`src/rtl/core/npps_pkg.sv`:
```
// ----------------------------------------------------------------------------
// npps_pkg
// Shared constants, types and helpers of the priority scheduler.
// ----------------------------------------------------------------------------
`timescale 1ns / 1ps
`default_nettype none

package npps_pkg;

    localparam int QUEUE_DEPTH = 16;
    localparam int PTR_W       = $clog2(QUEUE_DEPTH);
    localparam int CNT_W       = $clog2(QUEUE_DEPTH + 1);

    // One queue node: job fields plus the link to the next node in order.
    typedef struct packed {
        logic [3:0]       id;
        logic [7:0]       prio;
        logic [15:0]      burst;
        logic [31:0]      arrival;
        logic [PTR_W-1:0] next;
    } t_node;

    localparam int NODE_W = $bits(t_node);

    typedef enum logic [2:0] {
        EV_QUEUED     = 3'd0,
        EV_DROPPED    = 3'd1,
        EV_DISPATCHED = 3'd2,
        EV_BUSY       = 3'd3,
        EV_IDLE       = 3'd4
    } t_event_kind;

    typedef enum logic [2:0] {
        S_IDLE,
        S_WALK,
        S_LINK,
        S_DISP,
        S_EMIT
    } t_state;

    // Slot allocation requests; set and clear never occur together.
    typedef struct packed {
        logic             set;
        logic [PTR_W-1:0] set_idx;
        logic             clr;
        logic [PTR_W-1:0] clr_idx;
    } t_alloc_ctl;

    // Unsigned add that saturates at all ones.
    function automatic logic [31:0] sat_add32(input logic [31:0] a, input logic [31:0] b);
        logic [32:0] s;
        s = {1'b0, a} + {1'b0, b};
        return s[32] ? 32'hFFFF_FFFF : s[31:0];
    endfunction

endpackage

`default_nettype wire

```
`src/rtl/core/npps_if.sv`:
```
// ----------------------------------------------------------------------------
// npps_if
// Valid/ready channels carrying input items and result items.
// ----------------------------------------------------------------------------
`timescale 1ns / 1ps
`default_nettype none

interface npps_in_if;
    logic        valid;
    logic        ready;
    logic        op;
    logic [3:0]  job_id;
    logic [7:0]  job_priority;
    logic [15:0] job_burst;

    modport source (output valid, op, job_id, job_priority, job_burst, input ready);
    modport sink   (input valid, op, job_id, job_priority, job_burst, output ready);
endinterface

interface npps_out_if;
    logic        valid;
    logic        ready;
    logic [2:0]  event_kind;
    logic [3:0]  out_job_id;
    logic [31:0] wait_ticks;
    logic [31:0] turnaround_ticks;
    logic [31:0] now_ticks;

    modport source (output valid, event_kind, out_job_id, wait_ticks, turnaround_ticks,
                    now_ticks, input ready);
    modport sink   (input valid, event_kind, out_job_id, wait_ticks, turnaround_ticks,
                    now_ticks, output ready);
endinterface

`default_nettype wire

```
`src/rtl/core/npps_ram.sv`:
```
// ----------------------------------------------------------------------------
// npps_ram
// Simple dual-port RAM, one write and one registered read per cycle.
// ----------------------------------------------------------------------------
`timescale 1ns / 1ps
`default_nettype none

module npps_ram #(
    parameter int WIDTH = 8,
    parameter int DEPTH = 16
) (
    input  wire logic                     i_clk,
    input  wire logic                     i_wr_en,
    input  wire logic [$clog2(DEPTH)-1:0] i_wr_addr,
    input  wire logic [WIDTH-1:0]         i_wr_data,
    input  wire logic                     i_rd_en,
    input  wire logic [$clog2(DEPTH)-1:0] i_rd_addr,
    output logic      [WIDTH-1:0]         o_rd_data
);

    logic [WIDTH-1:0] r_mem [DEPTH];

    // Write port.
    always_ff @(posedge i_clk) begin
        if (i_wr_en) begin
            r_mem[i_wr_addr] <= i_wr_data;
        end
    end

    // Read port, registered.
    always_ff @(posedge i_clk) begin
        if (i_rd_en) begin
            o_rd_data <= r_mem[i_rd_addr];
        end
    end

endmodule

`default_nettype wire

```
`src/rtl/core/npps_alloc.sv`:
```
// ----------------------------------------------------------------------------
// npps_alloc
// Tracks which node slots are in use and offers the lowest free slot.
// ----------------------------------------------------------------------------
`timescale 1ns / 1ps
`default_nettype none

module npps_alloc import npps_pkg::*; (
    input  wire logic             i_clk,
    input  wire logic             i_rst_n,
    input  wire t_alloc_ctl       i_ctl,
    output logic      [PTR_W-1:0] o_free_idx
);

    logic [QUEUE_DEPTH-1:0] r_used;

    // Slot occupancy bits.
    always_ff @(posedge i_clk) begin
        if (!i_rst_n) begin
            r_used <= '0;
        end else if (i_ctl.set) begin
            r_used[i_ctl.set_idx] <= 1'b1;
        end else if (i_ctl.clr) begin
            r_used[i_ctl.clr_idx] <= 1'b0;
        end
    end

    // Lowest unused slot; only consulted when the queue is not full.
    always_comb begin
        o_free_idx = '0;
        for (int i = QUEUE_DEPTH - 1; i >= 0; i--) begin
            if (!r_used[i]) begin
                o_free_idx = PTR_W'(i);
            end
        end
    end

endmodule

`default_nettype wire

```
`src/rtl/core/nonpreemptive_priority_scheduler.sv`:
```
// ----------------------------------------------------------------------------
// nonpreemptive_priority_scheduler
// Priority ready queue held as a linked list in RAM, with dispatch timing.
// ----------------------------------------------------------------------------
// Usage:
//   i_in carries one item: op 0 enqueues a job stamped with the current
//   time, op 1 is a clock tick that may dispatch the head job. o_out returns
//   exactly one result item per input item, in order.
//   The queue is a list sorted by priority, lower number first and equal
//   priorities in arrival order, kept in one node RAM of QUEUE_DEPTH entries.
//   Steps per item, from acceptance to result ready:
//     dropped arrival, busy or idle tick: straight to S_EMIT;
//     arrival into an empty queue: node written on acceptance, then S_EMIT;
//     arrival into a queue of n jobs: S_WALK, one RAM read per node up to
//     the insertion point, then S_LINK for the link write unless the job
//     becomes the head, then S_EMIT; dispatching tick: S_DISP, then S_EMIT.
//   A new item is taken while an earlier result still waits in the output
//   register. If the receiver stalls, the finished result of the next item
//   waits until the output register frees and no further item is accepted.
//   Reset clears the time, the processor free time, the job count and the
//   output valid flag; RAM contents are left as they are.
// ----------------------------------------------------------------------------
`timescale 1ns / 1ps
`default_nettype none

module nonpreemptive_priority_scheduler import npps_pkg::*; (
    input  wire logic   i_clk,
    input  wire logic   i_rst_n,
    npps_in_if.sink     i_in,
    npps_out_if.source  o_out
);

    t_state            r_state, n_state;
    logic [PTR_W-1:0]  r_head, n_head;
    logic [CNT_W-1:0]  r_count, n_count;
    logic [31:0]       r_clock, n_clock;
    logic [31:0]       r_free_at, n_free_at;
    logic [PTR_W-1:0]  r_cur, n_cur;
    logic [PTR_W-1:0]  r_prev, n_prev;
    t_node             r_prev_node, n_prev_node;
    logic              r_prev_valid, n_prev_valid;
    logic [CNT_W-1:0]  r_idx, n_idx;
    t_node             r_new, n_new;
    logic [PTR_W-1:0]  r_slot, n_slot;
    t_event_kind       r_kind, n_kind;
    logic [3:0]        r_oid, n_oid;
    logic [31:0]       r_wait, n_wait;
    logic [31:0]       r_turn, n_turn;
    logic [31:0]       r_now, n_now;
    logic              r_out_valid, n_out_valid;
    logic [2:0]        r_out_kind, n_out_kind;
    logic [3:0]        r_out_id, n_out_id;
    logic [31:0]       r_out_wait, n_out_wait;
    logic [31:0]       r_out_turn, n_out_turn;
    logic [31:0]       r_out_now, n_out_now;

    logic              wr_en, rd_en;
    logic [PTR_W-1:0]  wr_addr, rd_addr;
    t_node             wr_node, rd_node;
    logic [NODE_W-1:0] rd_data;
    t_alloc_ctl        alloc_ctl;
    logic [PTR_W-1:0]  free_idx;
    logic              accept;
    logic [31:0]       clock_inc;
    logic [31:0]       wait_calc;

    // Node storage.
    npps_ram #(.WIDTH(NODE_W), .DEPTH(QUEUE_DEPTH)) u_ram (
        .i_clk     (i_clk),
        .i_wr_en   (wr_en),
        .i_wr_addr (wr_addr),
        .i_wr_data (wr_node),
        .i_rd_en   (rd_en),
        .i_rd_addr (rd_addr),
        .o_rd_data (rd_data)
    );

    // Free slot tracking.
    npps_alloc u_alloc (
        .i_clk      (i_clk),
        .i_rst_n    (i_rst_n),
        .i_ctl      (alloc_ctl),
        .o_free_idx (free_idx)
    );

    assign rd_node   = t_node'(rd_data);
    assign i_in.ready = (r_state == S_IDLE);
    assign accept    = i_in.valid && i_in.ready;
    assign clock_inc = (r_clock == 32'hFFFF_FFFF) ? r_clock : r_clock + 32'd1;
    assign wait_calc = r_now - rd_node.arrival;

    assign o_out.valid            = r_out_valid;
    assign o_out.event_kind       = r_out_kind;
    assign o_out.out_job_id       = r_out_id;
    assign o_out.wait_ticks       = r_out_wait;
    assign o_out.turnaround_ticks = r_out_turn;
    assign o_out.now_ticks        = r_out_now;

    // State and control registers.
    always_ff @(posedge i_clk) begin
        if (!i_rst_n) begin
            r_state     <= S_IDLE;
            r_count     <= '0;
            r_clock     <= '0;
            r_free_at   <= '0;
            r_out_valid <= 1'b0;
        end else begin
            r_state     <= n_state;
            r_count     <= n_count;
            r_clock     <= n_clock;
            r_free_at   <= n_free_at;
            r_out_valid <= n_out_valid;
        end
    end

    // Working and payload registers.
    always_ff @(posedge i_clk) begin
        r_head       <= n_head;
        r_cur        <= n_cur;
        r_prev       <= n_prev;
        r_prev_node  <= n_prev_node;
        r_prev_valid <= n_prev_valid;
        r_idx        <= n_idx;
        r_new        <= n_new;
        r_slot       <= n_slot;
        r_kind       <= n_kind;
        r_oid        <= n_oid;
        r_wait       <= n_wait;
        r_turn       <= n_turn;
        r_now        <= n_now;
        r_out_kind   <= n_out_kind;
        r_out_id     <= n_out_id;
        r_out_wait   <= n_out_wait;
        r_out_turn   <= n_out_turn;
        r_out_now    <= n_out_now;
    end

    // Sequencer: next state, RAM accesses and result formation.
    always_comb begin
        n_state      = r_state;
        n_head       = r_head;
        n_count      = r_count;
        n_clock      = r_clock;
        n_free_at    = r_free_at;
        n_cur        = r_cur;
        n_prev       = r_prev;
        n_prev_node  = r_prev_node;
        n_prev_valid = r_prev_valid;
        n_idx        = r_idx;
        n_new        = r_new;
        n_slot       = r_slot;
        n_kind       = r_kind;
        n_oid        = r_oid;
        n_wait       = r_wait;
        n_turn       = r_turn;
        n_now        = r_now;
        n_out_valid  = r_out_valid && !o_out.ready;
        n_out_kind   = r_out_kind;
        n_out_id     = r_out_id;
        n_out_wait   = r_out_wait;
        n_out_turn   = r_out_turn;
        n_out_now    = r_out_now;
        wr_en        = 1'b0;
        wr_addr      = r_slot;
        wr_node      = r_new;
        rd_en        = 1'b0;
        rd_addr      = r_head;
        alloc_ctl    = '0;

        unique case (r_state)
            S_IDLE: begin
                if (accept) begin
                    n_now   = r_clock;
                    n_new   = '{id: i_in.job_id, prio: i_in.job_priority,
                                burst: i_in.job_burst, arrival: r_clock, next: '0};
                    n_slot  = free_idx;
                    n_oid   = '0;
                    n_wait  = '0;
                    n_turn  = '0;
                    n_state = S_EMIT;
                    if (!i_in.op) begin
                        n_oid = i_in.job_id;
                        if (r_count == CNT_W'(QUEUE_DEPTH)) begin
                            n_kind = EV_DROPPED;
                        end else if (r_count == '0) begin
                            // First job becomes the whole list.
                            wr_en     = 1'b1;
                            wr_addr   = free_idx;
                            wr_node   = n_new;
                            alloc_ctl = '{set: 1'b1, set_idx: free_idx, clr: 1'b0, clr_idx: '0};
                            n_head    = free_idx;
                            n_count   = r_count + 1'b1;
                            n_kind    = EV_QUEUED;
                        end else begin
                            // Walk the list from the head.
                            rd_en        = 1'b1;
                            rd_addr      = r_head;
                            n_cur        = r_head;
                            n_prev_valid = 1'b0;
                            n_idx        = '0;
                            n_kind       = EV_QUEUED;
                            n_state      = S_WALK;
                        end
                    end else begin
                        if (r_clock < r_free_at) begin
                            n_kind  = EV_BUSY;
                            n_clock = clock_inc;
                        end else if (r_count == '0) begin
                            n_kind  = EV_IDLE;
                            n_clock = clock_inc;
                        end else begin
                            rd_en   = 1'b1;
                            rd_addr = r_head;
                            n_state = S_DISP;
                        end
                    end
                end
            end

            S_WALK: begin
                alloc_ctl = '{set: 1'b1, set_idx: r_slot, clr: 1'b0, clr_idx: '0};
                if (rd_node.prio > r_new.prio) begin
                    // Insert before the current node.
                    wr_en        = 1'b1;
                    wr_node      = r_new;
                    wr_node.next = r_cur;
                    n_count      = r_count + 1'b1;
                    if (r_prev_valid) begin
                        n_state = S_LINK;
                    end else begin
                        n_head  = r_slot;
                        n_state = S_EMIT;
                    end
                end else begin
                    n_prev       = r_cur;
                    n_prev_node  = rd_node;
                    n_prev_valid = 1'b1;
                    if (r_idx + 1'b1 == r_count) begin
                        // Append after the tail.
                        wr_en   = 1'b1;
                        wr_node = r_new;
                        n_count = r_count + 1'b1;
                        n_state = S_LINK;
                    end else begin
                        alloc_ctl = '0;
                        rd_en     = 1'b1;
                        rd_addr   = rd_node.next;
                        n_cur     = rd_node.next;
                        n_idx     = r_idx + 1'b1;
                    end
                end
            end

            S_LINK: begin
                // Point the predecessor at the new node.
                wr_en        = 1'b1;
                wr_addr      = r_prev;
                wr_node      = r_prev_node;
                wr_node.next = r_slot;
                n_state      = S_EMIT;
            end

            S_DISP: begin
                n_kind    = EV_DISPATCHED;
                n_oid     = rd_node.id;
                n_wait    = wait_calc;
                n_turn    = sat_add32(wait_calc, {16'd0, rd_node.burst});
                n_free_at = sat_add32(r_now, {16'd0, rd_node.burst});
                n_head    = rd_node.next;
                n_count   = r_count - 1'b1;
                n_clock   = clock_inc;
                alloc_ctl = '{set: 1'b0, set_idx: '0, clr: 1'b1, clr_idx: r_head};
                n_state   = S_EMIT;
            end

            S_EMIT: begin
                if (!r_out_valid || o_out.ready) begin
                    n_out_valid = 1'b1;
                    n_out_kind  = r_kind;
                    n_out_id    = r_oid;
                    n_out_wait  = r_wait;
                    n_out_turn  = r_turn;
                    n_out_now   = r_now;
                    n_state     = S_IDLE;
                end
            end

            default: begin
                n_state = S_IDLE;
            end
        endcase
    end

endmodule

`default_nettype wire

```
`src/flat_wrapper.sv`:
```
// flat-port wrapper written by rule: the top's interface ports become plain ports
module nonpreemptive_priority_scheduler_flat import npps_pkg::*;
  (i_clk, i_rst_n, i_in_valid, i_in_op, i_in_job_id, i_in_job_priority, i_in_job_burst, i_in_ready, o_out_valid, o_out_event_kind, o_out_out_job_id, o_out_wait_ticks, o_out_turnaround_ticks, o_out_now_ticks, o_out_ready);
  npps_in_if i_in_i ();
  npps_out_if o_out_i ();
  input  wire logic i_clk;
  input  wire logic i_rst_n;
  input wire logic [$bits(i_in_i.valid)-1:0] i_in_valid;
  input wire logic [$bits(i_in_i.op)-1:0] i_in_op;
  input wire logic [$bits(i_in_i.job_id)-1:0] i_in_job_id;
  input wire logic [$bits(i_in_i.job_priority)-1:0] i_in_job_priority;
  input wire logic [$bits(i_in_i.job_burst)-1:0] i_in_job_burst;
  output wire logic [$bits(i_in_i.ready)-1:0] i_in_ready;
  output wire logic [$bits(o_out_i.valid)-1:0] o_out_valid;
  output wire logic [$bits(o_out_i.event_kind)-1:0] o_out_event_kind;
  output wire logic [$bits(o_out_i.out_job_id)-1:0] o_out_out_job_id;
  output wire logic [$bits(o_out_i.wait_ticks)-1:0] o_out_wait_ticks;
  output wire logic [$bits(o_out_i.turnaround_ticks)-1:0] o_out_turnaround_ticks;
  output wire logic [$bits(o_out_i.now_ticks)-1:0] o_out_now_ticks;
  input wire logic [$bits(o_out_i.ready)-1:0] o_out_ready;
  assign i_in_i.valid = i_in_valid;
  assign i_in_i.op = i_in_op;
  assign i_in_i.job_id = i_in_job_id;
  assign i_in_i.job_priority = i_in_job_priority;
  assign i_in_i.job_burst = i_in_job_burst;
  assign i_in_ready = i_in_i.ready;
  assign o_out_valid = o_out_i.valid;
  assign o_out_event_kind = o_out_i.event_kind;
  assign o_out_out_job_id = o_out_i.out_job_id;
  assign o_out_wait_ticks = o_out_i.wait_ticks;
  assign o_out_turnaround_ticks = o_out_i.turnaround_ticks;
  assign o_out_now_ticks = o_out_i.now_ticks;
  assign o_out_i.ready = o_out_ready;
  nonpreemptive_priority_scheduler u_core (.i_clk(i_clk), .i_rst_n(i_rst_n), .i_in(i_in_i), .o_out(o_out_i));
endmodule
```
`config.mk`:
```
export PLATFORM = sky130hd
export DESIGN_NAME = nonpreemptive_priority_scheduler_flat
export DESIGN_NICKNAME = d
export VERILOG_FILES = /design/src/rtl/core/npps_pkg.sv /design/src/rtl/core/npps_if.sv /design/src/rtl/core/npps_ram.sv /design/src/rtl/core/npps_alloc.sv /design/src/rtl/core/nonpreemptive_priority_scheduler.sv /design/src/flat_wrapper.sv
export SDC_FILE = /design/constraint.sdc
export NUM_CORES = 2
export LEC_CHECK = 0
export BUFFER_PORTS_ARGS = -buffer_cell sky130_fd_sc_hd__buf_2
export CORE_AREA = 8 8 491 373
export CTS_CLUSTER_DIAMETER = 200
export DETAILED_ROUTE_END_ITERATION = 7
export DIE_AREA = 0 0 499 381
export SLEW_MARGIN = 0
export SYNTH_ARGS = -nofsm -noshare
export SYNTH_HDL_FRONTEND = slang
export SYNTH_SLANG_ARGS = --single-unit
export TNS_END_PERCENT = 1
```
`constraint.sdc`:
```
create_clock -name i_clk -period 10.25 [get_ports i_clk]
set_input_delay 0.5125 -clock i_clk [delete_from_list [all_inputs] [get_ports i_clk]]
set_output_delay 0.5125 -clock i_clk [all_outputs]
set_load 0.1 [all_outputs]
```
# Word level (Yosys, flattened, before mapping)
# Memories as Yosys holds them, arrays and structs flattened. A register that Yosys moved wholly into a read port is not among the register bits.
# Cells that the tools add are included.
# W data, S select, Z words.
dict set report word_totals {
  ff_bits 405
  memories 1
  ram_bits 1024
  wordCells 220
}
# memory depth word_bits rd rd_ports_with_merged_regs wr line_no
set memory_table {}
lappend memory_table {u_core.u_ram.r_mem 16 64 1 1 1 npps_ram.sv:21} ;# logic [WIDTH-1:0] r_mem [DEPTH];
dict set report classes {
  n_eq_ne 21
  add_sub_neg 7
  reduce_logical 25
  n_mux 127
  magnitude_cmp 6
  bitwise_logic 4
}
# operator n
set ops {}
lappend ops {{$mux W32} 8}
lappend ops {{$mux W64} 4}
lappend ops {{$pmux W32 S2} 3}
lappend ops {{$pmux W64 S3} 1}
lappend ops {{$mux W4} 38}
lappend ops {{$add A32 B16 Y33} 2}
lappend ops {{$mux W10} 6}
lappend ops {{$mux W5} 12}
lappend ops {{$mux W3} 14}
lappend ops {{$add A32 B1 Y32 const B} 1}
lappend ops {{$eq A32 B32 Y1 const B} 1}
lappend ops {{$lt A32 B32 Y1} 1}
lappend ops {{$mux W16} 2}
lappend ops {{$sub A32 B32 Y32} 1}
lappend ops {{$pmux W10 S3} 1}
lappend ops {{$mux W1} 25}
lappend ops {{$pmux W4 S2} 3}
lappend ops {{$ne A2 B2 Y1 const B} 9}
lappend ops {{$and A16 B16 Y16} 1}
lappend ops {{$not A16 Y16} 1}
lappend ops {{$or A16 B16 Y16} 1}
lappend ops {{$pmux W5 S3} 1}
lappend ops {{$reduce_and A7 Y1} 2}
lappend ops {{$pmux W3 S4} 1}
lappend ops {{other kinds (33)} 51}

# Depth between registers and ports, before layout
dict set report logic_depth {
  ltp_word 29
  depth_mapped 23
}

# Hierarchy
# From an unflattened synthesis, not the netlist that was laid out.
dict set report hier_totals {
  hier_cells 3486
  area_unflattened_um2 60940.9
}
# module cells_per_inst area_each_um2 n_inst seq_area_each_um2
set by_module_without_submodules {}
lappend by_module_without_submodules {npps_ram 1647 40223.6 1 32671.3}
lappend by_module_without_submodules {nonpreemptive_priority_scheduler 1739 19886.6 1 10950.5}
lappend by_module_without_submodules {npps_alloc 100 830.8 1 320.3}

# Least setup slack after synthesis
# Ideal clock, no wire load.
dict set report synth_timing {
  path_type {flip-flop to flip-flop}
  from {register u_core.r_state[1]}
  to {memory u_core.u_ram.r_mem[0][0] in the netlist's numbering (enable)}
  t_required_ps 9763
  path_stages_with_launch 10
  path_buffers 1
  arrival_time_ps 7302
  path_slack_ps 2461
  setup_time_ps 487
  path_cell_list {dfxtp_1 clkbuf_1 nor3_1 nand2_1 nor4_1 o21ai_1 a22oi_1 nand2_1 or3_1 nor2_1}
}
dict set report synth_via {
  elab_chain_len 6
}
# element line_no
set synth_rtl {}
lappend synth_rtl {{start, declared} nonpreemptive_priority_scheduler.sv:33} ;# t_state r_state, n_state;
lappend synth_rtl {{start signal, assigned} nonpreemptive_priority_scheduler.sv:108} ;# r_state <= n_state;
lappend synth_rtl {{$logic_not A3 Y1 *} nonpreemptive_priority_scheduler.sv:87} ;# assign i_in.ready = (r_state == S_IDLE);
lappend synth_rtl {{net i_in_ready} flat_wrapper.sv:13} ;# output wire logic [$bits(i_in_i.ready)-1:0] i_in_ready;
lappend synth_rtl {{$logic_and A1 B1 Y1} nonpreemptive_priority_scheduler.sv:88} ;# assign accept = i_in.valid && i_in.ready;
lappend synth_rtl {{$mux W1} nonpreemptive_priority_scheduler.sv:172} ;# if (accept) begin
lappend synth_rtl {{$pmux W1 S3} nonpreemptive_priority_scheduler.sv:170} ;# unique case (r_state)
lappend synth_rtl {{$mux W1} npps_ram.sv:25} ;# if (i_wr_en) begin
lappend synth_rtl {{$mux W1 (implied by the code)} npps_ram.sv:26} ;# r_mem[i_wr_addr] <= i_wr_data;
lappend synth_rtl {{end, declared} npps_ram.sv:21}
# The timed path passes the listed nets; every way through them passes the cells marked *.

# Worst setup path after layout
dict set report layout_timing {
  from {register u_core.r_state[0]}
  to {register u_core.u_ram.o_rd_data[24] (read register of u_core.u_ram.r_mem), data pin}
}
dict set report layout_via {
  elab_chain_len 4
}
# element line_no
set layout_rtl {}
lappend layout_rtl {{$logic_not A3 Y1} {nonpreemptive_priority_scheduler.sv:87, nonpreemptive_priority_scheduler.sv:170}}
lappend layout_rtl {{$logic_and A1 B1 Y1} nonpreemptive_priority_scheduler.sv:88}
lappend layout_rtl {{$mux W1} nonpreemptive_priority_scheduler.sv:172}
lappend layout_rtl {{$pmux W1 S2} nonpreemptive_priority_scheduler.sv:170}
lappend layout_rtl {{end, declared} npps_ram.sv:18} ;# output logic [WIDTH-1:0] o_rd_data
# Parallel ways exist; a longest one is shown, timed or not.
# A chain may end at the register's enable or synchronous reset.

==> impl_metrics.ini <==
[status]
status = finished clean

[sta]
max_freq_mhz = 167.3
fin_worst_skew_ps = 52.11
finalSetupViolations = 0
setup-tns-final_ps = 0
finalMaxSlewViolations = 0
finalHoldViolCount = 0
fin_crit_ps = 5977
worst_slew_pin_slew_ps = 1227
slew_headroom = 0.1803
min_period_over_period = 0.5831
rsz0062_at_grt = false

[synth]
ys_seq_area_frac = 0.7216
postSynthAreaPerCell_um2 = 17.21
netlist_instances = 3538
synth_fa_ha_area_frac = 0.02330
yosys_warnings = 0
synthSimpleGateAreaFrac = 0.05467
synth_cell_types = 89
syn-cell-area_um2 = 60900
synth_top_area_share = 0.6923
synthTopCellsByArea = edfxtp_1 (69%), mux4_2 (9.5%), dfxtp_1 (2.9%)
synth_xor_area_frac = 0.01266
synthMuxAreaShare = 0.09784
ys.flop_type = edfxtp_1
synthArstFlopShare = 0
ys_ff_latch = 1493
synth-edff-count = 1404
synth_compound_area_frac = 0.07191
yosys.area.top_type = edfxtp_1
synth_top_family_by_area = multiplexers
syn-num-nets = 3682

[clocking]
clk_pin_slew_ps = 60
tritoncts = yes
h-tree-depth = 4
clock_path_buffers = 3
post_cts_buffers = 0
clock-sinks = 1493
cts-buffers-inserted = 155
cts-root-buf = clkbuf_16
clk_latency_ps = 780

[final_layout]
final_cell_mix = edfxtp_1 (1,404), nand2_1 (314), mux4_2 (256), a22oi_1 (190), clkbuf_16 (160)
largest_registers = u_core.u_ram.r_mem: 1024 flops, u_core.u_ram.o_rd_data: 64 flops, u_core.r_prev_node: 60 flops
stdcell_count = 6194
regMostFlops = u_core.u_ram.r_mem
fin_nets = 3900
drive_gt1_frac = 0.1959
largest_reg_flops = 1024
final_common_cell = edfxtp_1
area_growth_pct = 14.63

[detailed_routing]
wl_per_cell_um = 25.60
drt_wl_total_um = 158600
drc = 0
vias = 33890
drt_iter0_markers = 3508
first_pass_iters = 7
antenna_left = 0
vias_per_cell = 5.471

[critical_path]
endpoint_kind = register
worst_ep_required_time_ps = 10750
startpoint_type = register
crit_type = reg -> reg
cp_max_fo = 153
worstPathArrival_ps = 6470

[floorplan]
coreArea_um2 = 175900
num_rows = 134
dieHeight_um = 381
ios = 138
die_w_um = 499
dieArea_um2 = 190100
start_util = 0.3463

[place]
dp.cells = 5889
hpwlAfterDp_um = 95410
numPortBuffers = 137
gp_congestion = 0.8294

[global_routing]
grt_pass1_vias = 33190
grt.overflow.total = 0
grt_max_degree = 154
grt.total_usage = 0.1610
grt_pass1_wl_um = 231000
antenna_found_initial = 7

[power]
ir_worst_vdd_mv = 0.2112
p_leak_nw = 23.39
power.density_nw_per_um2 = 266.4

[min_path]
hold_path_class = in -> reg

[job]
drv_cap = 0
## metrics by stage
step | power, W | area [um^2] | setup WS (ps) | hold WS [ps] | util
final | 0.01860 | 69810 | 4273 | 29.53 | 0.3969
after global routing | 0.01933 | 69810 | 3769 | 3.707 | 0.3969
after CTS | 0.01871 | 69810 | 4314 | 3.340 | 0.3969
after detailed placement | 0.01306 | 64480 | 4312 | 404.5 | 0.3666
after global placement | 0.01301 | 64480 | 4481 | 404.3 | 0.3666
after floorplan | 0.01162 | 60900 | 2461 | 400.3 | -
## critical path: stages, from the launching register on
cell      delay, ps
dfxtp_1         440
nor2b_1         780
nand2b_1        500
clkinv_1        290
and3_1          730
mux2i_4         380
buf_12          570
buf_4           810
mux4_2          410
a22oi_1         280
nand2_1          90
## where the power goes
group          switching, W  internal, W  leakage (nW)
sequential         0.000329      0.00776          13.7
combinational       0.00347      0.00140          7.23
clock               0.00233      0.00330          2.49
## cell families (layout without fill, tap and decap cells)
logic type               after synthesis  in the layout
multiplexers                         275            275
XOR/XNOR                              88             88
other                                  0              2
adder cells (fa/ha/maj)              111            111
AO/OA/AOI/OAI                        615            615
buffers and inverters                258            600
flip-flops                          1493           1493
AND/OR/NAND/NOR                      698            698
## synthesized netlist by cell type, drive strengths merged (51+ instances only)
| library cell | instances |
|---|---|
| a21o | 58 |
| a21oi | 134 |
| a22oi | 190 |
| buf | 53 |
| clkbuf | 104 |
| dfxtp | 89 |
| edfxtp | 1404 |
| ha | 107 |
| inv | 98 |
| mux4 | 256 |
| nand2 | 316 |
| nand3 | 51 |
| nor2 | 108 |
| o21ai | 64 |
## path summary, 6_finish.rpt
kind	start	to	slack, ps	cells past startpoint
hold / removal	i_in_job_burst[11]	u_core.r_new[47]$_DFFE_PP_	30	1
setup / recovery	u_core.r_state[0]$_SDFFE_PN0P_	u_core.u_ram.o_rd_data[24]$_DFFE_PP_	4270	10
hold reg to reg	u_core.r_turn[19]$_SDFFCE_PN0P_	u_core.o_out.turnaround_ticks[19]$_DFFE_PP_	420	0
setup reg to reg	u_core.r_state[0]$_SDFFE_PN0P_	u_core.u_ram.o_rd_data[24]$_DFFE_PP_	4270	10
## per-layer routing
metal	vias to the layer above	track usage	part of all wire
met4	2	0.03949	0.021
met2	1501	0.2446	0.45
met1	17540	0.2381	0.45
met5	-	0	0.00012
li1	14640	-	-
met3	198	0.03193	0.084
## layout make-up
class / instances / area, um^2
repair buffers: 220 / 1389
clock buffers: 198 / 4146
well taps: 2312 / 2893
clock inverters: 83 / 958.4
flip-flops and latches: 1493 / 43940
diodes: 2 / 5.005
multi-input cells: 1787 / 16100
fillers: 15620 / 106100
inverters: 99 / 372.9
## repair_timing
| item | CTS | global route |
|---|---|---|
| endpoints found under the hold margin | 22 | 0 |
| resized for setup | 0 | 0 |
| hold buffers | 22 | 0 |
No activity file was read; power rests on OpenSTA's default activity.
